<file path="src/rtl/frt_pkg.sv">
// types and constants shared by the fragment reassembly tracker
// no dependencies
`timescale 1ns / 1ps

package frt_pkg;

  localparam int SLOT_FW     = 10;
  localparam int ID_FW       = 22;
  localparam int LEN_FW      = 16;
  localparam int RECIP_SHIFT = 2 * SLOT_FW;

  typedef enum logic [1:0] {
    CTRL_WHOLE   = 2'd0,
    CTRL_FIRST   = 2'd1,
    CTRL_CONT    = 2'd2,
    CTRL_UNKNOWN = 2'd3
  } ctrl_code_t;

  typedef enum logic [2:0] {
    ACT_WHOLE    = 3'd0,
    ACT_START    = 3'd1,
    ACT_APPEND   = 3'd2,
    ACT_COMPLETE = 3'd3,
    ACT_DROP     = 3'd4,
    ACT_FLUSH    = 3'd5
  } action_t;

  typedef enum logic [3:0] {
    ERR_NONE           = 4'd0,
    ERR_PART_BIG       = 4'd1,
    ERR_NAME_BIG       = 4'd2,
    ERR_WHOLE_MISMATCH = 4'd3,
    ERR_TOTAL_SMALL    = 4'd4,
    ERR_EXP_CONT       = 4'd5,
    ERR_TOTAL_MISMATCH = 4'd6,
    ERR_EXP_FIRST      = 4'd7,
    ERR_UNKNOWN        = 4'd8,
    ERR_OVERRUN        = 4'd9
  } err_t;

  typedef struct packed {
    ctrl_code_t          ctrl_code;
    logic [SLOT_FW-1:0]  sender_slot;
    logic [ID_FW-1:0]    src_id;
    logic [LEN_FW-1:0]   total_len;
    logic [LEN_FW-1:0]   name_part_len;
    logic [LEN_FW-1:0]   part_len;
  } hdr_t;

  typedef struct packed {
    action_t             action;
    err_t                error_code;
    logic [LEN_FW-1:0]   write_offset;
    logic [LEN_FW-1:0]   msg_name_len;
    logic [LEN_FW-1:0]   msg_data_len;
    logic                stale_cleared;
    logic [SLOT_FW-1:0]  out_slot;
    logic [ID_FW-1:0]    out_id;
  } res_t;

  typedef enum logic [1:0] {
    ST_CLEAR,
    ST_IDLE,
    ST_LOOKUP,
    ST_DECIDE
  } state_t;

  typedef struct packed {
    logic load;
    logic lookup;
    logic commit;
    logic clear;
  } ctl_cmd_t;

  typedef struct packed {
    logic clear_last;
    logic res_free;
  } dp_stat_t;

endpackage

</file>
<file path="src/rtl/frt_ctrl.sv">
// sequencing state machine for the fragment reassembly tracker
// depends on frt_pkg
`timescale 1ns / 1ps

module frt_ctrl (
  input  logic              clk,
  input  logic              rst,
  input  logic              hdr_valid,
  output logic              hdr_stall,
  input  frt_pkg::dp_stat_t stat,
  output frt_pkg::ctl_cmd_t cmd
);

  frt_pkg::state_t state, state_next;

  always_ff @(posedge clk) begin
    if (rst) begin
      state <= frt_pkg::ST_CLEAR;
    end else begin
      state <= state_next;
    end
  end

  always_comb begin
    state_next = state;
    unique case (state)
      frt_pkg::ST_CLEAR: begin
        if (stat.clear_last) state_next = frt_pkg::ST_IDLE;
      end
      frt_pkg::ST_IDLE: begin
        if (hdr_valid) state_next = frt_pkg::ST_LOOKUP;
      end
      frt_pkg::ST_LOOKUP: begin
        state_next = frt_pkg::ST_DECIDE;
      end
      frt_pkg::ST_DECIDE: begin
        if (stat.res_free) state_next = frt_pkg::ST_IDLE;
      end
      default: begin
        state_next = frt_pkg::ST_CLEAR;
      end
    endcase
  end

  always_comb begin
    hdr_stall  = 1'b1;
    cmd        = '0;
    unique case (state)
      frt_pkg::ST_CLEAR: begin
        cmd.clear = 1'b1;
      end
      frt_pkg::ST_IDLE: begin
        hdr_stall = 1'b0;
        cmd.load  = hdr_valid;
      end
      frt_pkg::ST_LOOKUP: begin
        cmd.lookup = 1'b1;
      end
      frt_pkg::ST_DECIDE: begin
        cmd.commit = stat.res_free;
      end
      default: begin
        hdr_stall = 1'b1;
      end
    endcase
  end

endmodule

</file>
<file path="config.mk">
export PLATFORM = sky130hd
export DESIGN_NAME = frt_ctrl
export DESIGN_NICKNAME = d
export VERILOG_FILES = /design/src/rtl/frt_pkg.sv /design/src/rtl/frt_ctrl.sv
export SDC_FILE = /design/constraint.sdc
export NUM_CORES = 1
export LEC_CHECK = 0
export CORE_AREA = 2 2 39 41
export DETAILED_ROUTE_END_ITERATION = 6
export DIE_AREA = 0 0 41 43
export DONT_BUFFER_PORTS = 1
export GPL_TIMING_DRIVEN = 0
export SLEW_MARGIN = 30
export SYNTH_ARGS = -nofsm -noshare
export SYNTH_HDL_FRONTEND = slang
export SYNTH_SLANG_ARGS = --single-unit
export TNS_END_PERCENT = 100
</file>
<file path="constraint.sdc">
create_clock -name clk -period 1.5 [get_ports clk]
set_input_delay 0.15 -clock clk [delete_from_list [all_inputs] [get_ports clk]]
set_output_delay 0.15 -clock clk [all_outputs]
set_load 0.02 [all_outputs]
</file>
# After elaboration in Yosys (flattened, before gate mapping)

Index checks and enable logic that the tools add are counted.
Widths: inputs -> output; s select.

Flip-flop bits (word level): 2
Bits of input ports: 5
Output and inout bits: 5
Word-level logic and storage cells: 18

Equality and inequality tests: 6
Muxes and demuxes: 9
Reductions and logical operators: 2

Operators with widths:

| kind               | count |
|---|---|
| $pmux 2 s4         | 1 |
| $mux 2             | 3 |
| $ne 2x2->1 const B | 3 |
| $mux 1             | 5 |
| $eq 2x2->1 const B | 2 |
| $reduce_and 3->1   | 1 |
| $eq 2x1->1 const B | 1 |
| $logic_not 2->1    | 1 |

# Depth between registers and ports, before layout

Gate-level depths: netlist of the first run.

Depth in word-level cells: 3
Depth in mapped cells: 4
Mapped depth without buffers: 4

# Worst setup path after synthesis of the first run

Ideal clock, no wire load.

Kind: register to register
Start: register state[0]
End: register state[0]
Data arrival time: 1.470 ns
Data required time: 1.377 ns
Slack: -0.093 ns
Cell stages (with the launch flop): 5
Path buffers: 0
Clock period less this slack: 1.593 ns
Path through: dfxtp_1 inv_1 ha_1 a222oi_1 mux2_1

Cells in the longest elaborated chain, start to end: 3
Elaborated cells between the ends (all ways): 9
Classes of those cells: eq/ne: 6; mux: 1; reduce/logical: 2

RTL lines:

| what                               | line           | RTL |
|---|---|---|
| start: declaration                 | frt_ctrl.sv:14 | `frt_pkg::state_t state, state_next;` |
| start signal: assignment           | frt_ctrl.sv:18 | `state <= frt_pkg::ST_CLEAR;` |
| start signal: assignment           | frt_ctrl.sv:20 | `state <= state_next;` |
| $eq 2x2->1 (tied with other cells) | frt_ctrl.sv:26 | `unique case (state)` |
| $ne 2x2->1 (no line)               | n/a            |  |
| $reduce_and 3->1 (no line)         | n/a            |  |

Parallel ways exist; a longest one is shown, timed or not.
A chain may end at the register's enable or synchronous reset.

# Worst setup path in the final report of the first run

Same ends and word-level chain as after synthesis.

==> results of run 1 <==
## final timing paths
check                               end                   from
setup reg to reg  state[0]$_SDFFE_PP0P_  state[0]$_SDFFE_PP0P_
hold / removal    state[1]$_SDFFE_PP0P_                    rst
setup / recovery  state[0]$_SDFFE_PP0P_  state[0]$_SDFFE_PP0P_
hold reg to reg   state[1]$_SDFFE_PP0P_  state[1]$_SDFFE_PP0P_
## where the power goes
part / switching, mW / total [mW] / internal (mW)
clock network: 0.0325 / 0.121 / 0.0884
logic: 0.139 / 0.257 / 0.119
registers: 0.0236 / 0.102 / 0.0780
## routing by layer
metal | GRT usage (%) | routed length [um] | vias up
met4 | 8.00 | 5 | 0
met1 | 4.46 | 143 | 73
met2 | 9.38 | 220 | 6
li1 | - | - | 76
met3 | 7.85 | 54 | 2
met5 | 0 | 0 | -
## synthesized netlist by cell type
master,number
a222oi_1,1
and2_2,1
dfxtp_1,2
ha_1,4
inv_1,6
mux2_1,1
mux2i_1,1
nand2b_1,2
nor2_1,3
## logic make-up (layout without fill, tap and decap cells)
kind of cell / count (synthesis) / after routing / synth area share [%]
AO/OA/AOI/OAI: 1 / 1 / 5.71
multiplexers: 2 / 2 / 12.1
flip-flops: 2 / 2 / 22.9
AND/OR/NAND/NOR: 6 / 6 / 17.9
buffers and inverters: 6 / 11 / 12.9
adder cells (fa/ha/maj): 4 / 4 / 28.6
## area by class of cell
class,count,area (um^2)
multi-input combinational,13,128
clock buffer,3,22.5
tap,16,20.0
inverter,6,25.0
timing repair buffer,2,15.0
fill,160,1130
sequential,2,45.0
## metrics by stage
stage          util [%]  hold WS, ns  std cells  instance area, um^2
2_1_floorplan         -        0.330         21                  178
3_3_place_gp       14.3        0.346         37                  198
3_5_place_dp       14.3        0.352         37                  198
4_1_cts            17.4        0.103         41                  240
5_1_grt            18.4        0.109         42                  255
6_report           18.4        0.106         42                  255
## repair_timing
| action | 4_1_cts | 5_1_grt |
|---|---|---|
| setup buffers | 1 | 1 |
| gates resized for setup | 5 | 3 |
| endpoints found under the hold margin | 0 | 0 |
| pin swaps | 1 | 2 |
| endpoints found under the setup margin | 1 | 3 |
==> flow_metrics.py, run 1 <==
metrics = {
    "status": {
        "status": "completed",
    },
    "power_and_ir_drop": {
        "power_mw": 0.480,
        "p_leak_nw": 0.122,
        "peakVddDrop_uv": 310,
        "p_per_area_nw_per_um2": 1880,
    },
    "routing": {
        "final_antenna_net_count": 0,
        "vias": 157,
        "first_pass_iters": 4,
        "via_per_inst": 3.74,
        "drc_errors": 0,
        "wl_per_cell_um": 10.1,
        "drtIter0Drc": 6,
        "totalWireLength_um": 423,
    },
    "critical_path": {
        "crit_cells": 4,
        "end_kind": "flop",
        "cp_slowest_stage_delay_ns": 0.40,
        "rrSetupSlack_ns": 0.03,
        "cp-start-kind": "flop",
        "path_cells": "inv_2 -> ha_4 -> a222oi_1 -> mux2_1",
        "critical_path_class": "flop to flop",
        "critPathMaxFanout": 3,
        "crit_slowest_cell": "a222oi_1",
        "critPathBufInv": 1,
        "required_ns": 1.61,
        "crit_family": "compound AO/OA/AOI/OAI gates",
        "critPathArrivalTime_ns": 1.58,
        "reg2reg_depth": 4,
    },
    "cells_and_area": {
        "final_cell_mix": "inv_1, nor2_1, clkbuf_4",
        "drive_gt1_share_pct": 46.2,
        "syn_to_final_growth_pct": 45.7,
        "top_register": "state",
        "final_common_cell": "inv_1",
        "largest_reg_flops": 2,
        "antenna_cells": 0,
        "nets": 37,
        "largestRegisters": "state x2",
    },
    "global_routing": {
        "grt_pass1_vias": 161,
        "grt_max_degree": 5,
        "grt_usage_pct": 7.11,
        "overflow": 0,
        "antenna_found_initial": 0,
        "grt_pass1_wl_um": 683,
    },
    "sta": {
        "drv_slew": 0,
        "period_minus_slack_ns": 1.47,
        "fin_crit_sh_pct": 98.2,
        "finalSetupTns_ns": 0,
        "setup-violations-final": 0,
        "max_freq_mhz": 679,
        "rsz0062_at_grt": "true",
        "fin_skew_ns": 0.00455,
        "relSlewSlack_pct": 71.9,
        "worstMarginPinSlew_ns": 0.422,
        "layout_setup_ws_ns": 0.0267,
        "hold_viol_final": 0,
    },
    "floorplanning": {
        "die_area_um2": 1760,
        "core_area_um2": 1380,
        "start_util_pct": 12.7,
        "placementRows": 14,
        "dieWidth_um": 41,
        "die_h_um": 43,
        "ios": 10,
    },
    "clock_network": {
        "postCtsHoldBufs": 0,
        "numClockSinks": 2,
        "cts_buffer_depth": 2,
        "clk_pin_slew_worst_paths_ns": 0.03,
        "cts_inserted_buffers": 3,
        "clkLatencyLatePin_ns": 0.23,
        "cts_root_buffer": "clkbuf_4",
        "h-tree-depth": 1,
        "cts_tree": "built",
    },
    "place": {
        "port_buffers": 0,
        "dp_hpwl_um": 270,
        "gp_congestion": 0.564,
        "dp_slack_ns": -0.109,
    },
    "flow_run": {
        "max_cap_viol_count": 0,
    },
    "hold_path": {
        "whs_path_depth": 2,
        "hold_class": "input pin to flop",
    },
    "synth": {
        "yosysUniqueCellTypes": 9,
        "synth-seq-area-share_pct": 22.9,
        "synth_area_leaders": "ha_1, dfxtp_1, inv_1, nand2b_1, mux2_1",
        "synth_top_area_cell": "ha_1",
        "synth_area_um2": 175,
        "synthCells": 21,
        "yosys.area.top_type_share_pct": 28.6,
        "ys_ff_latch": 2,
        "synth_nets": 30,
        "syn_area_per_cell_um2": 8.34,
        "yosys_warnings": 0,
    },
}
Power figures use the tool's default switching activity.
==> inputs of run 2 (changes only) <==
--- a/config.mk
+++ b/config.mk
@@ -10,6 +10,7 @@
 export DIE_AREA = 0 0 41 43
 export DONT_BUFFER_PORTS = 1
 export GPL_TIMING_DRIVEN = 0
+export HOLD_SLACK_MARGIN = 0.15
 export SLEW_MARGIN = 30
 export SYNTH_ARGS = -nofsm -noshare
 export SYNTH_HDL_FRONTEND = slang
==> run 2 against run 1 <==
Clock skew barely moved. Clock-buffer cell count is the same. Critical endpoint unchanged. Global-route usage unchanged. Setup slack about the same. Die area unchanged. Clock power barely moved. Non-clock buffer count rose by 1. Combinational power about the same.
==> flow_metrics.py, run 2 (synthesis results as in run 1) <==
metrics = {
    "status": {
        "status": "completed",
    },
    "cells_and_area": {
        "final-seq-area_um2": 45.0,
        "final_common_cell": "inv_1",
        "multiInputGateArea_um2": 128,
        "antenna_cells": 0,
        "nFillCells": 161,
        "nets": 38,
        "largestRegisters": "state x2",
        "largest_reg_flops": 2,
        "fin_area_um2": 265,
        "top_register": "state",
        "syn_to_final_growth_pct": 51.4,
        "drive_gt1_share_pct": 44.4,
        "final_cell_mix": "inv_1, nor2_1, clkbuf_4",
    },
    "hold_path": {
        "worstHoldStart": "stat[1]",
        "hold_end": "state[0]$_SDFFE_PP0P_",
        "whs_path_depth": 3,
        "hold_class": "input pin to flop",
    },
    "clock_network": {
        "numClockSinks": 2,
        "h-tree-depth": 1,
        "clk_pin_slew_worst_paths_ns": 0.03,
        "cts_buffer_depth": 2,
        "clkLatencyLatePin_ns": 0.23,
        "cts_root_buffer": "clkbuf_4",
        "cts_inserted_buffers": 3,
        "cts_tree": "built",
    },
    "floorplanning": {
        "ios": 10,
        "start_util_pct": 12.7,
        "die_area_um2": 1760,
        "placementRows": 14,
        "dieWidth_um": 41,
        "core_area_um2": 1380,
        "die_h_um": 43,
    },
    "power_and_ir_drop": {
        "p_comb_share_pct": 53.9,
        "swShare_pct": 40.6,
        "p_seq_share_pct": 21.1,
        "p_leak_nw": 0.126,
        "clockPowerShare_pct": 25.0,
        "peakVddDrop_uv": 309,
        "p_per_area_nw_per_um2": 1820,
        "intPower_mw": 0.287,
        "switchingPower_mw": 0.196,
        "power_mw": 0.483,
    },
    "sta": {
        "max_freq_mhz": 679,
        "layout_setup_ws_ns": 0.0268,
        "relSlewSlack_pct": 71.9,
        "worstMarginPinSlew_ns": 0.422,
        "fin_skew_ns": 0.00455,
        "hold_viol_final": 0,
        "fin_crit_sh_pct": 98.2,
        "rsz0062_at_grt": "true",
        "setup-violations-final": 0,
        "drv_slew": 0,
        "period_minus_slack_ns": 1.47,
    },
    "critical_path": {
        "required_ns": 1.61,
        "cp-start-kind": "flop",
        "reg2reg_to": "state[0]$_SDFFE_PP0P_",
        "crit_slowest_cell": "a222oi_1",
        "path_cells": "inv_2 -> ha_4 -> a222oi_1 -> mux2_1",
        "crit_cells": 4,
        "critPathBufInv": 1,
        "critPathMaxFanout": 3,
        "cp_slowest_stage_delay_ns": 0.40,
        "rrSetupSlack_ns": 0.03,
        "rr_startpoint": "state[0]$_SDFFE_PP0P_",
        "end_kind": "flop",
        "crit_family": "compound AO/OA/AOI/OAI gates",
        "critPathArrivalTime_ns": 1.58,
        "reg2reg_depth": 4,
        "critical_path_class": "flop to flop",
    },
    "place": {
        "dp_slack_ns": -0.109,
        "port_buffers": 0,
        "dp_hpwl_um": 270,
        "dpl-instance-area_um2": 198,
        "gp_congestion": 0.564,
    },
    "routing": {
        "drc_errors": 0,
        "via_per_inst": 3.72,
        "totalWireLength_um": 420,
        "vias": 160,
        "drtIter0Drc": 6,
        "final_antenna_net_count": 0,
        "wl_per_cell_um": 9.77,
        "first_pass_iters": 4,
    },
    "global_routing": {
        "grt_pass1_wl_um": 696,
        "antenna_found_initial": 0,
        "overflow": 0,
        "grt_pass1_vias": 164,
        "grt_max_degree": 5,
        "grt_usage_pct": 7.11,
    },
    "flow_run": {
        "max_cap_viol_count": 0,
    },
}
## run 2: worst max-delay path by stage
stage / start / endpoint
floorplan: state[0]$_SDFFE_PP0P_ / state[0]$_SDFFE_PP0P_
global placement: state[0]$_SDFFE_PP0P_ / state[0]$_SDFFE_PP0P_
detailed placement: state[1]$_SDFFE_PP0P_ / state[0]$_SDFFE_PP0P_
CTS: state[1]$_SDFFE_PP0P_ / state[0]$_SDFFE_PP0P_
global route: state[0]$_SDFFE_PP0P_ / state[0]$_SDFFE_PP0P_
finish: state[0]$_SDFFE_PP0P_ / state[0]$_SDFFE_PP0P_
## run 2: area by class of cell
cell class / count / share of cell area (%)
Clock buffer: 3 / 8.49
Inverter: 6 / 9.43
Multi-Input combinational cell: 13 / 48.1
Sequential cell: 2 / 17.0
Tap cell: 16 / 7.55
Timing Repair Buffer: 3 / 9.43
## run 2: power groups by stage
stage / Clock (mW) / Combinational [mW] / Sequential (mW)
6_report: 0.121 / 0.260 / 0.102
5_1_grt: 0.138 / 0.280 / 0.106
4_1_cts: 0.131 / 0.233 / 0.0957
3_5_place_dp: 0 / 0.188 / 0.0894
3_3_place_gp: 0 / 0.188 / 0.0888
2_1_floorplan: 0 / 0.167 / 0.0855
## run 2: stage by stage
stage / util [%] / TNS (ns) / cells / hold WS, ns
detailed placement: 14.3 / -0.109 / 37 / 0.352
finish: 19.2 / 0 / 43 / 0.302
global route: 19.2 / -0.0540 / 43 / 0.319
global placement: 14.3 / -0.0910 / 37 / 0.346
floorplan: - / 0 / 21 / 0.330
CTS: 18.1 / 0 / 42 / 0.277
## run 2: worst register-to-register path: cells and delay by family, from the launching register on
family                   cells  cell delay, ns
AO/OA/AOI/OAI                1            0.40
adder cells (fa/ha/maj)      1            0.18
buffers and inverters        1            0.06
flip-flops                   1            0.35
multiplexers                 1            0.36
## run 2: metal layers
| layer | wire (um) | track usage [%] | vias to the layer above |
|---|---|---|---|
| met5 | 0 | 0 | - |
| met4 | 5 | 8.00 | 0 |
| met3 | 42 | 6.81 | 2 |
| met2 | 224 | 9.69 | 6 |
| met1 | 147 | 4.78 | 74 |
| li1 | - | - | 78 |
## run 2: what timing repair did
item,4_1_cts,5_1_grt
resized for setup,5,3
endpoints found under the hold margin,2,0
pin swaps,1,2
hold buffers,1,0
buffers inserted,1,1
endpoints found under the setup margin,1,3
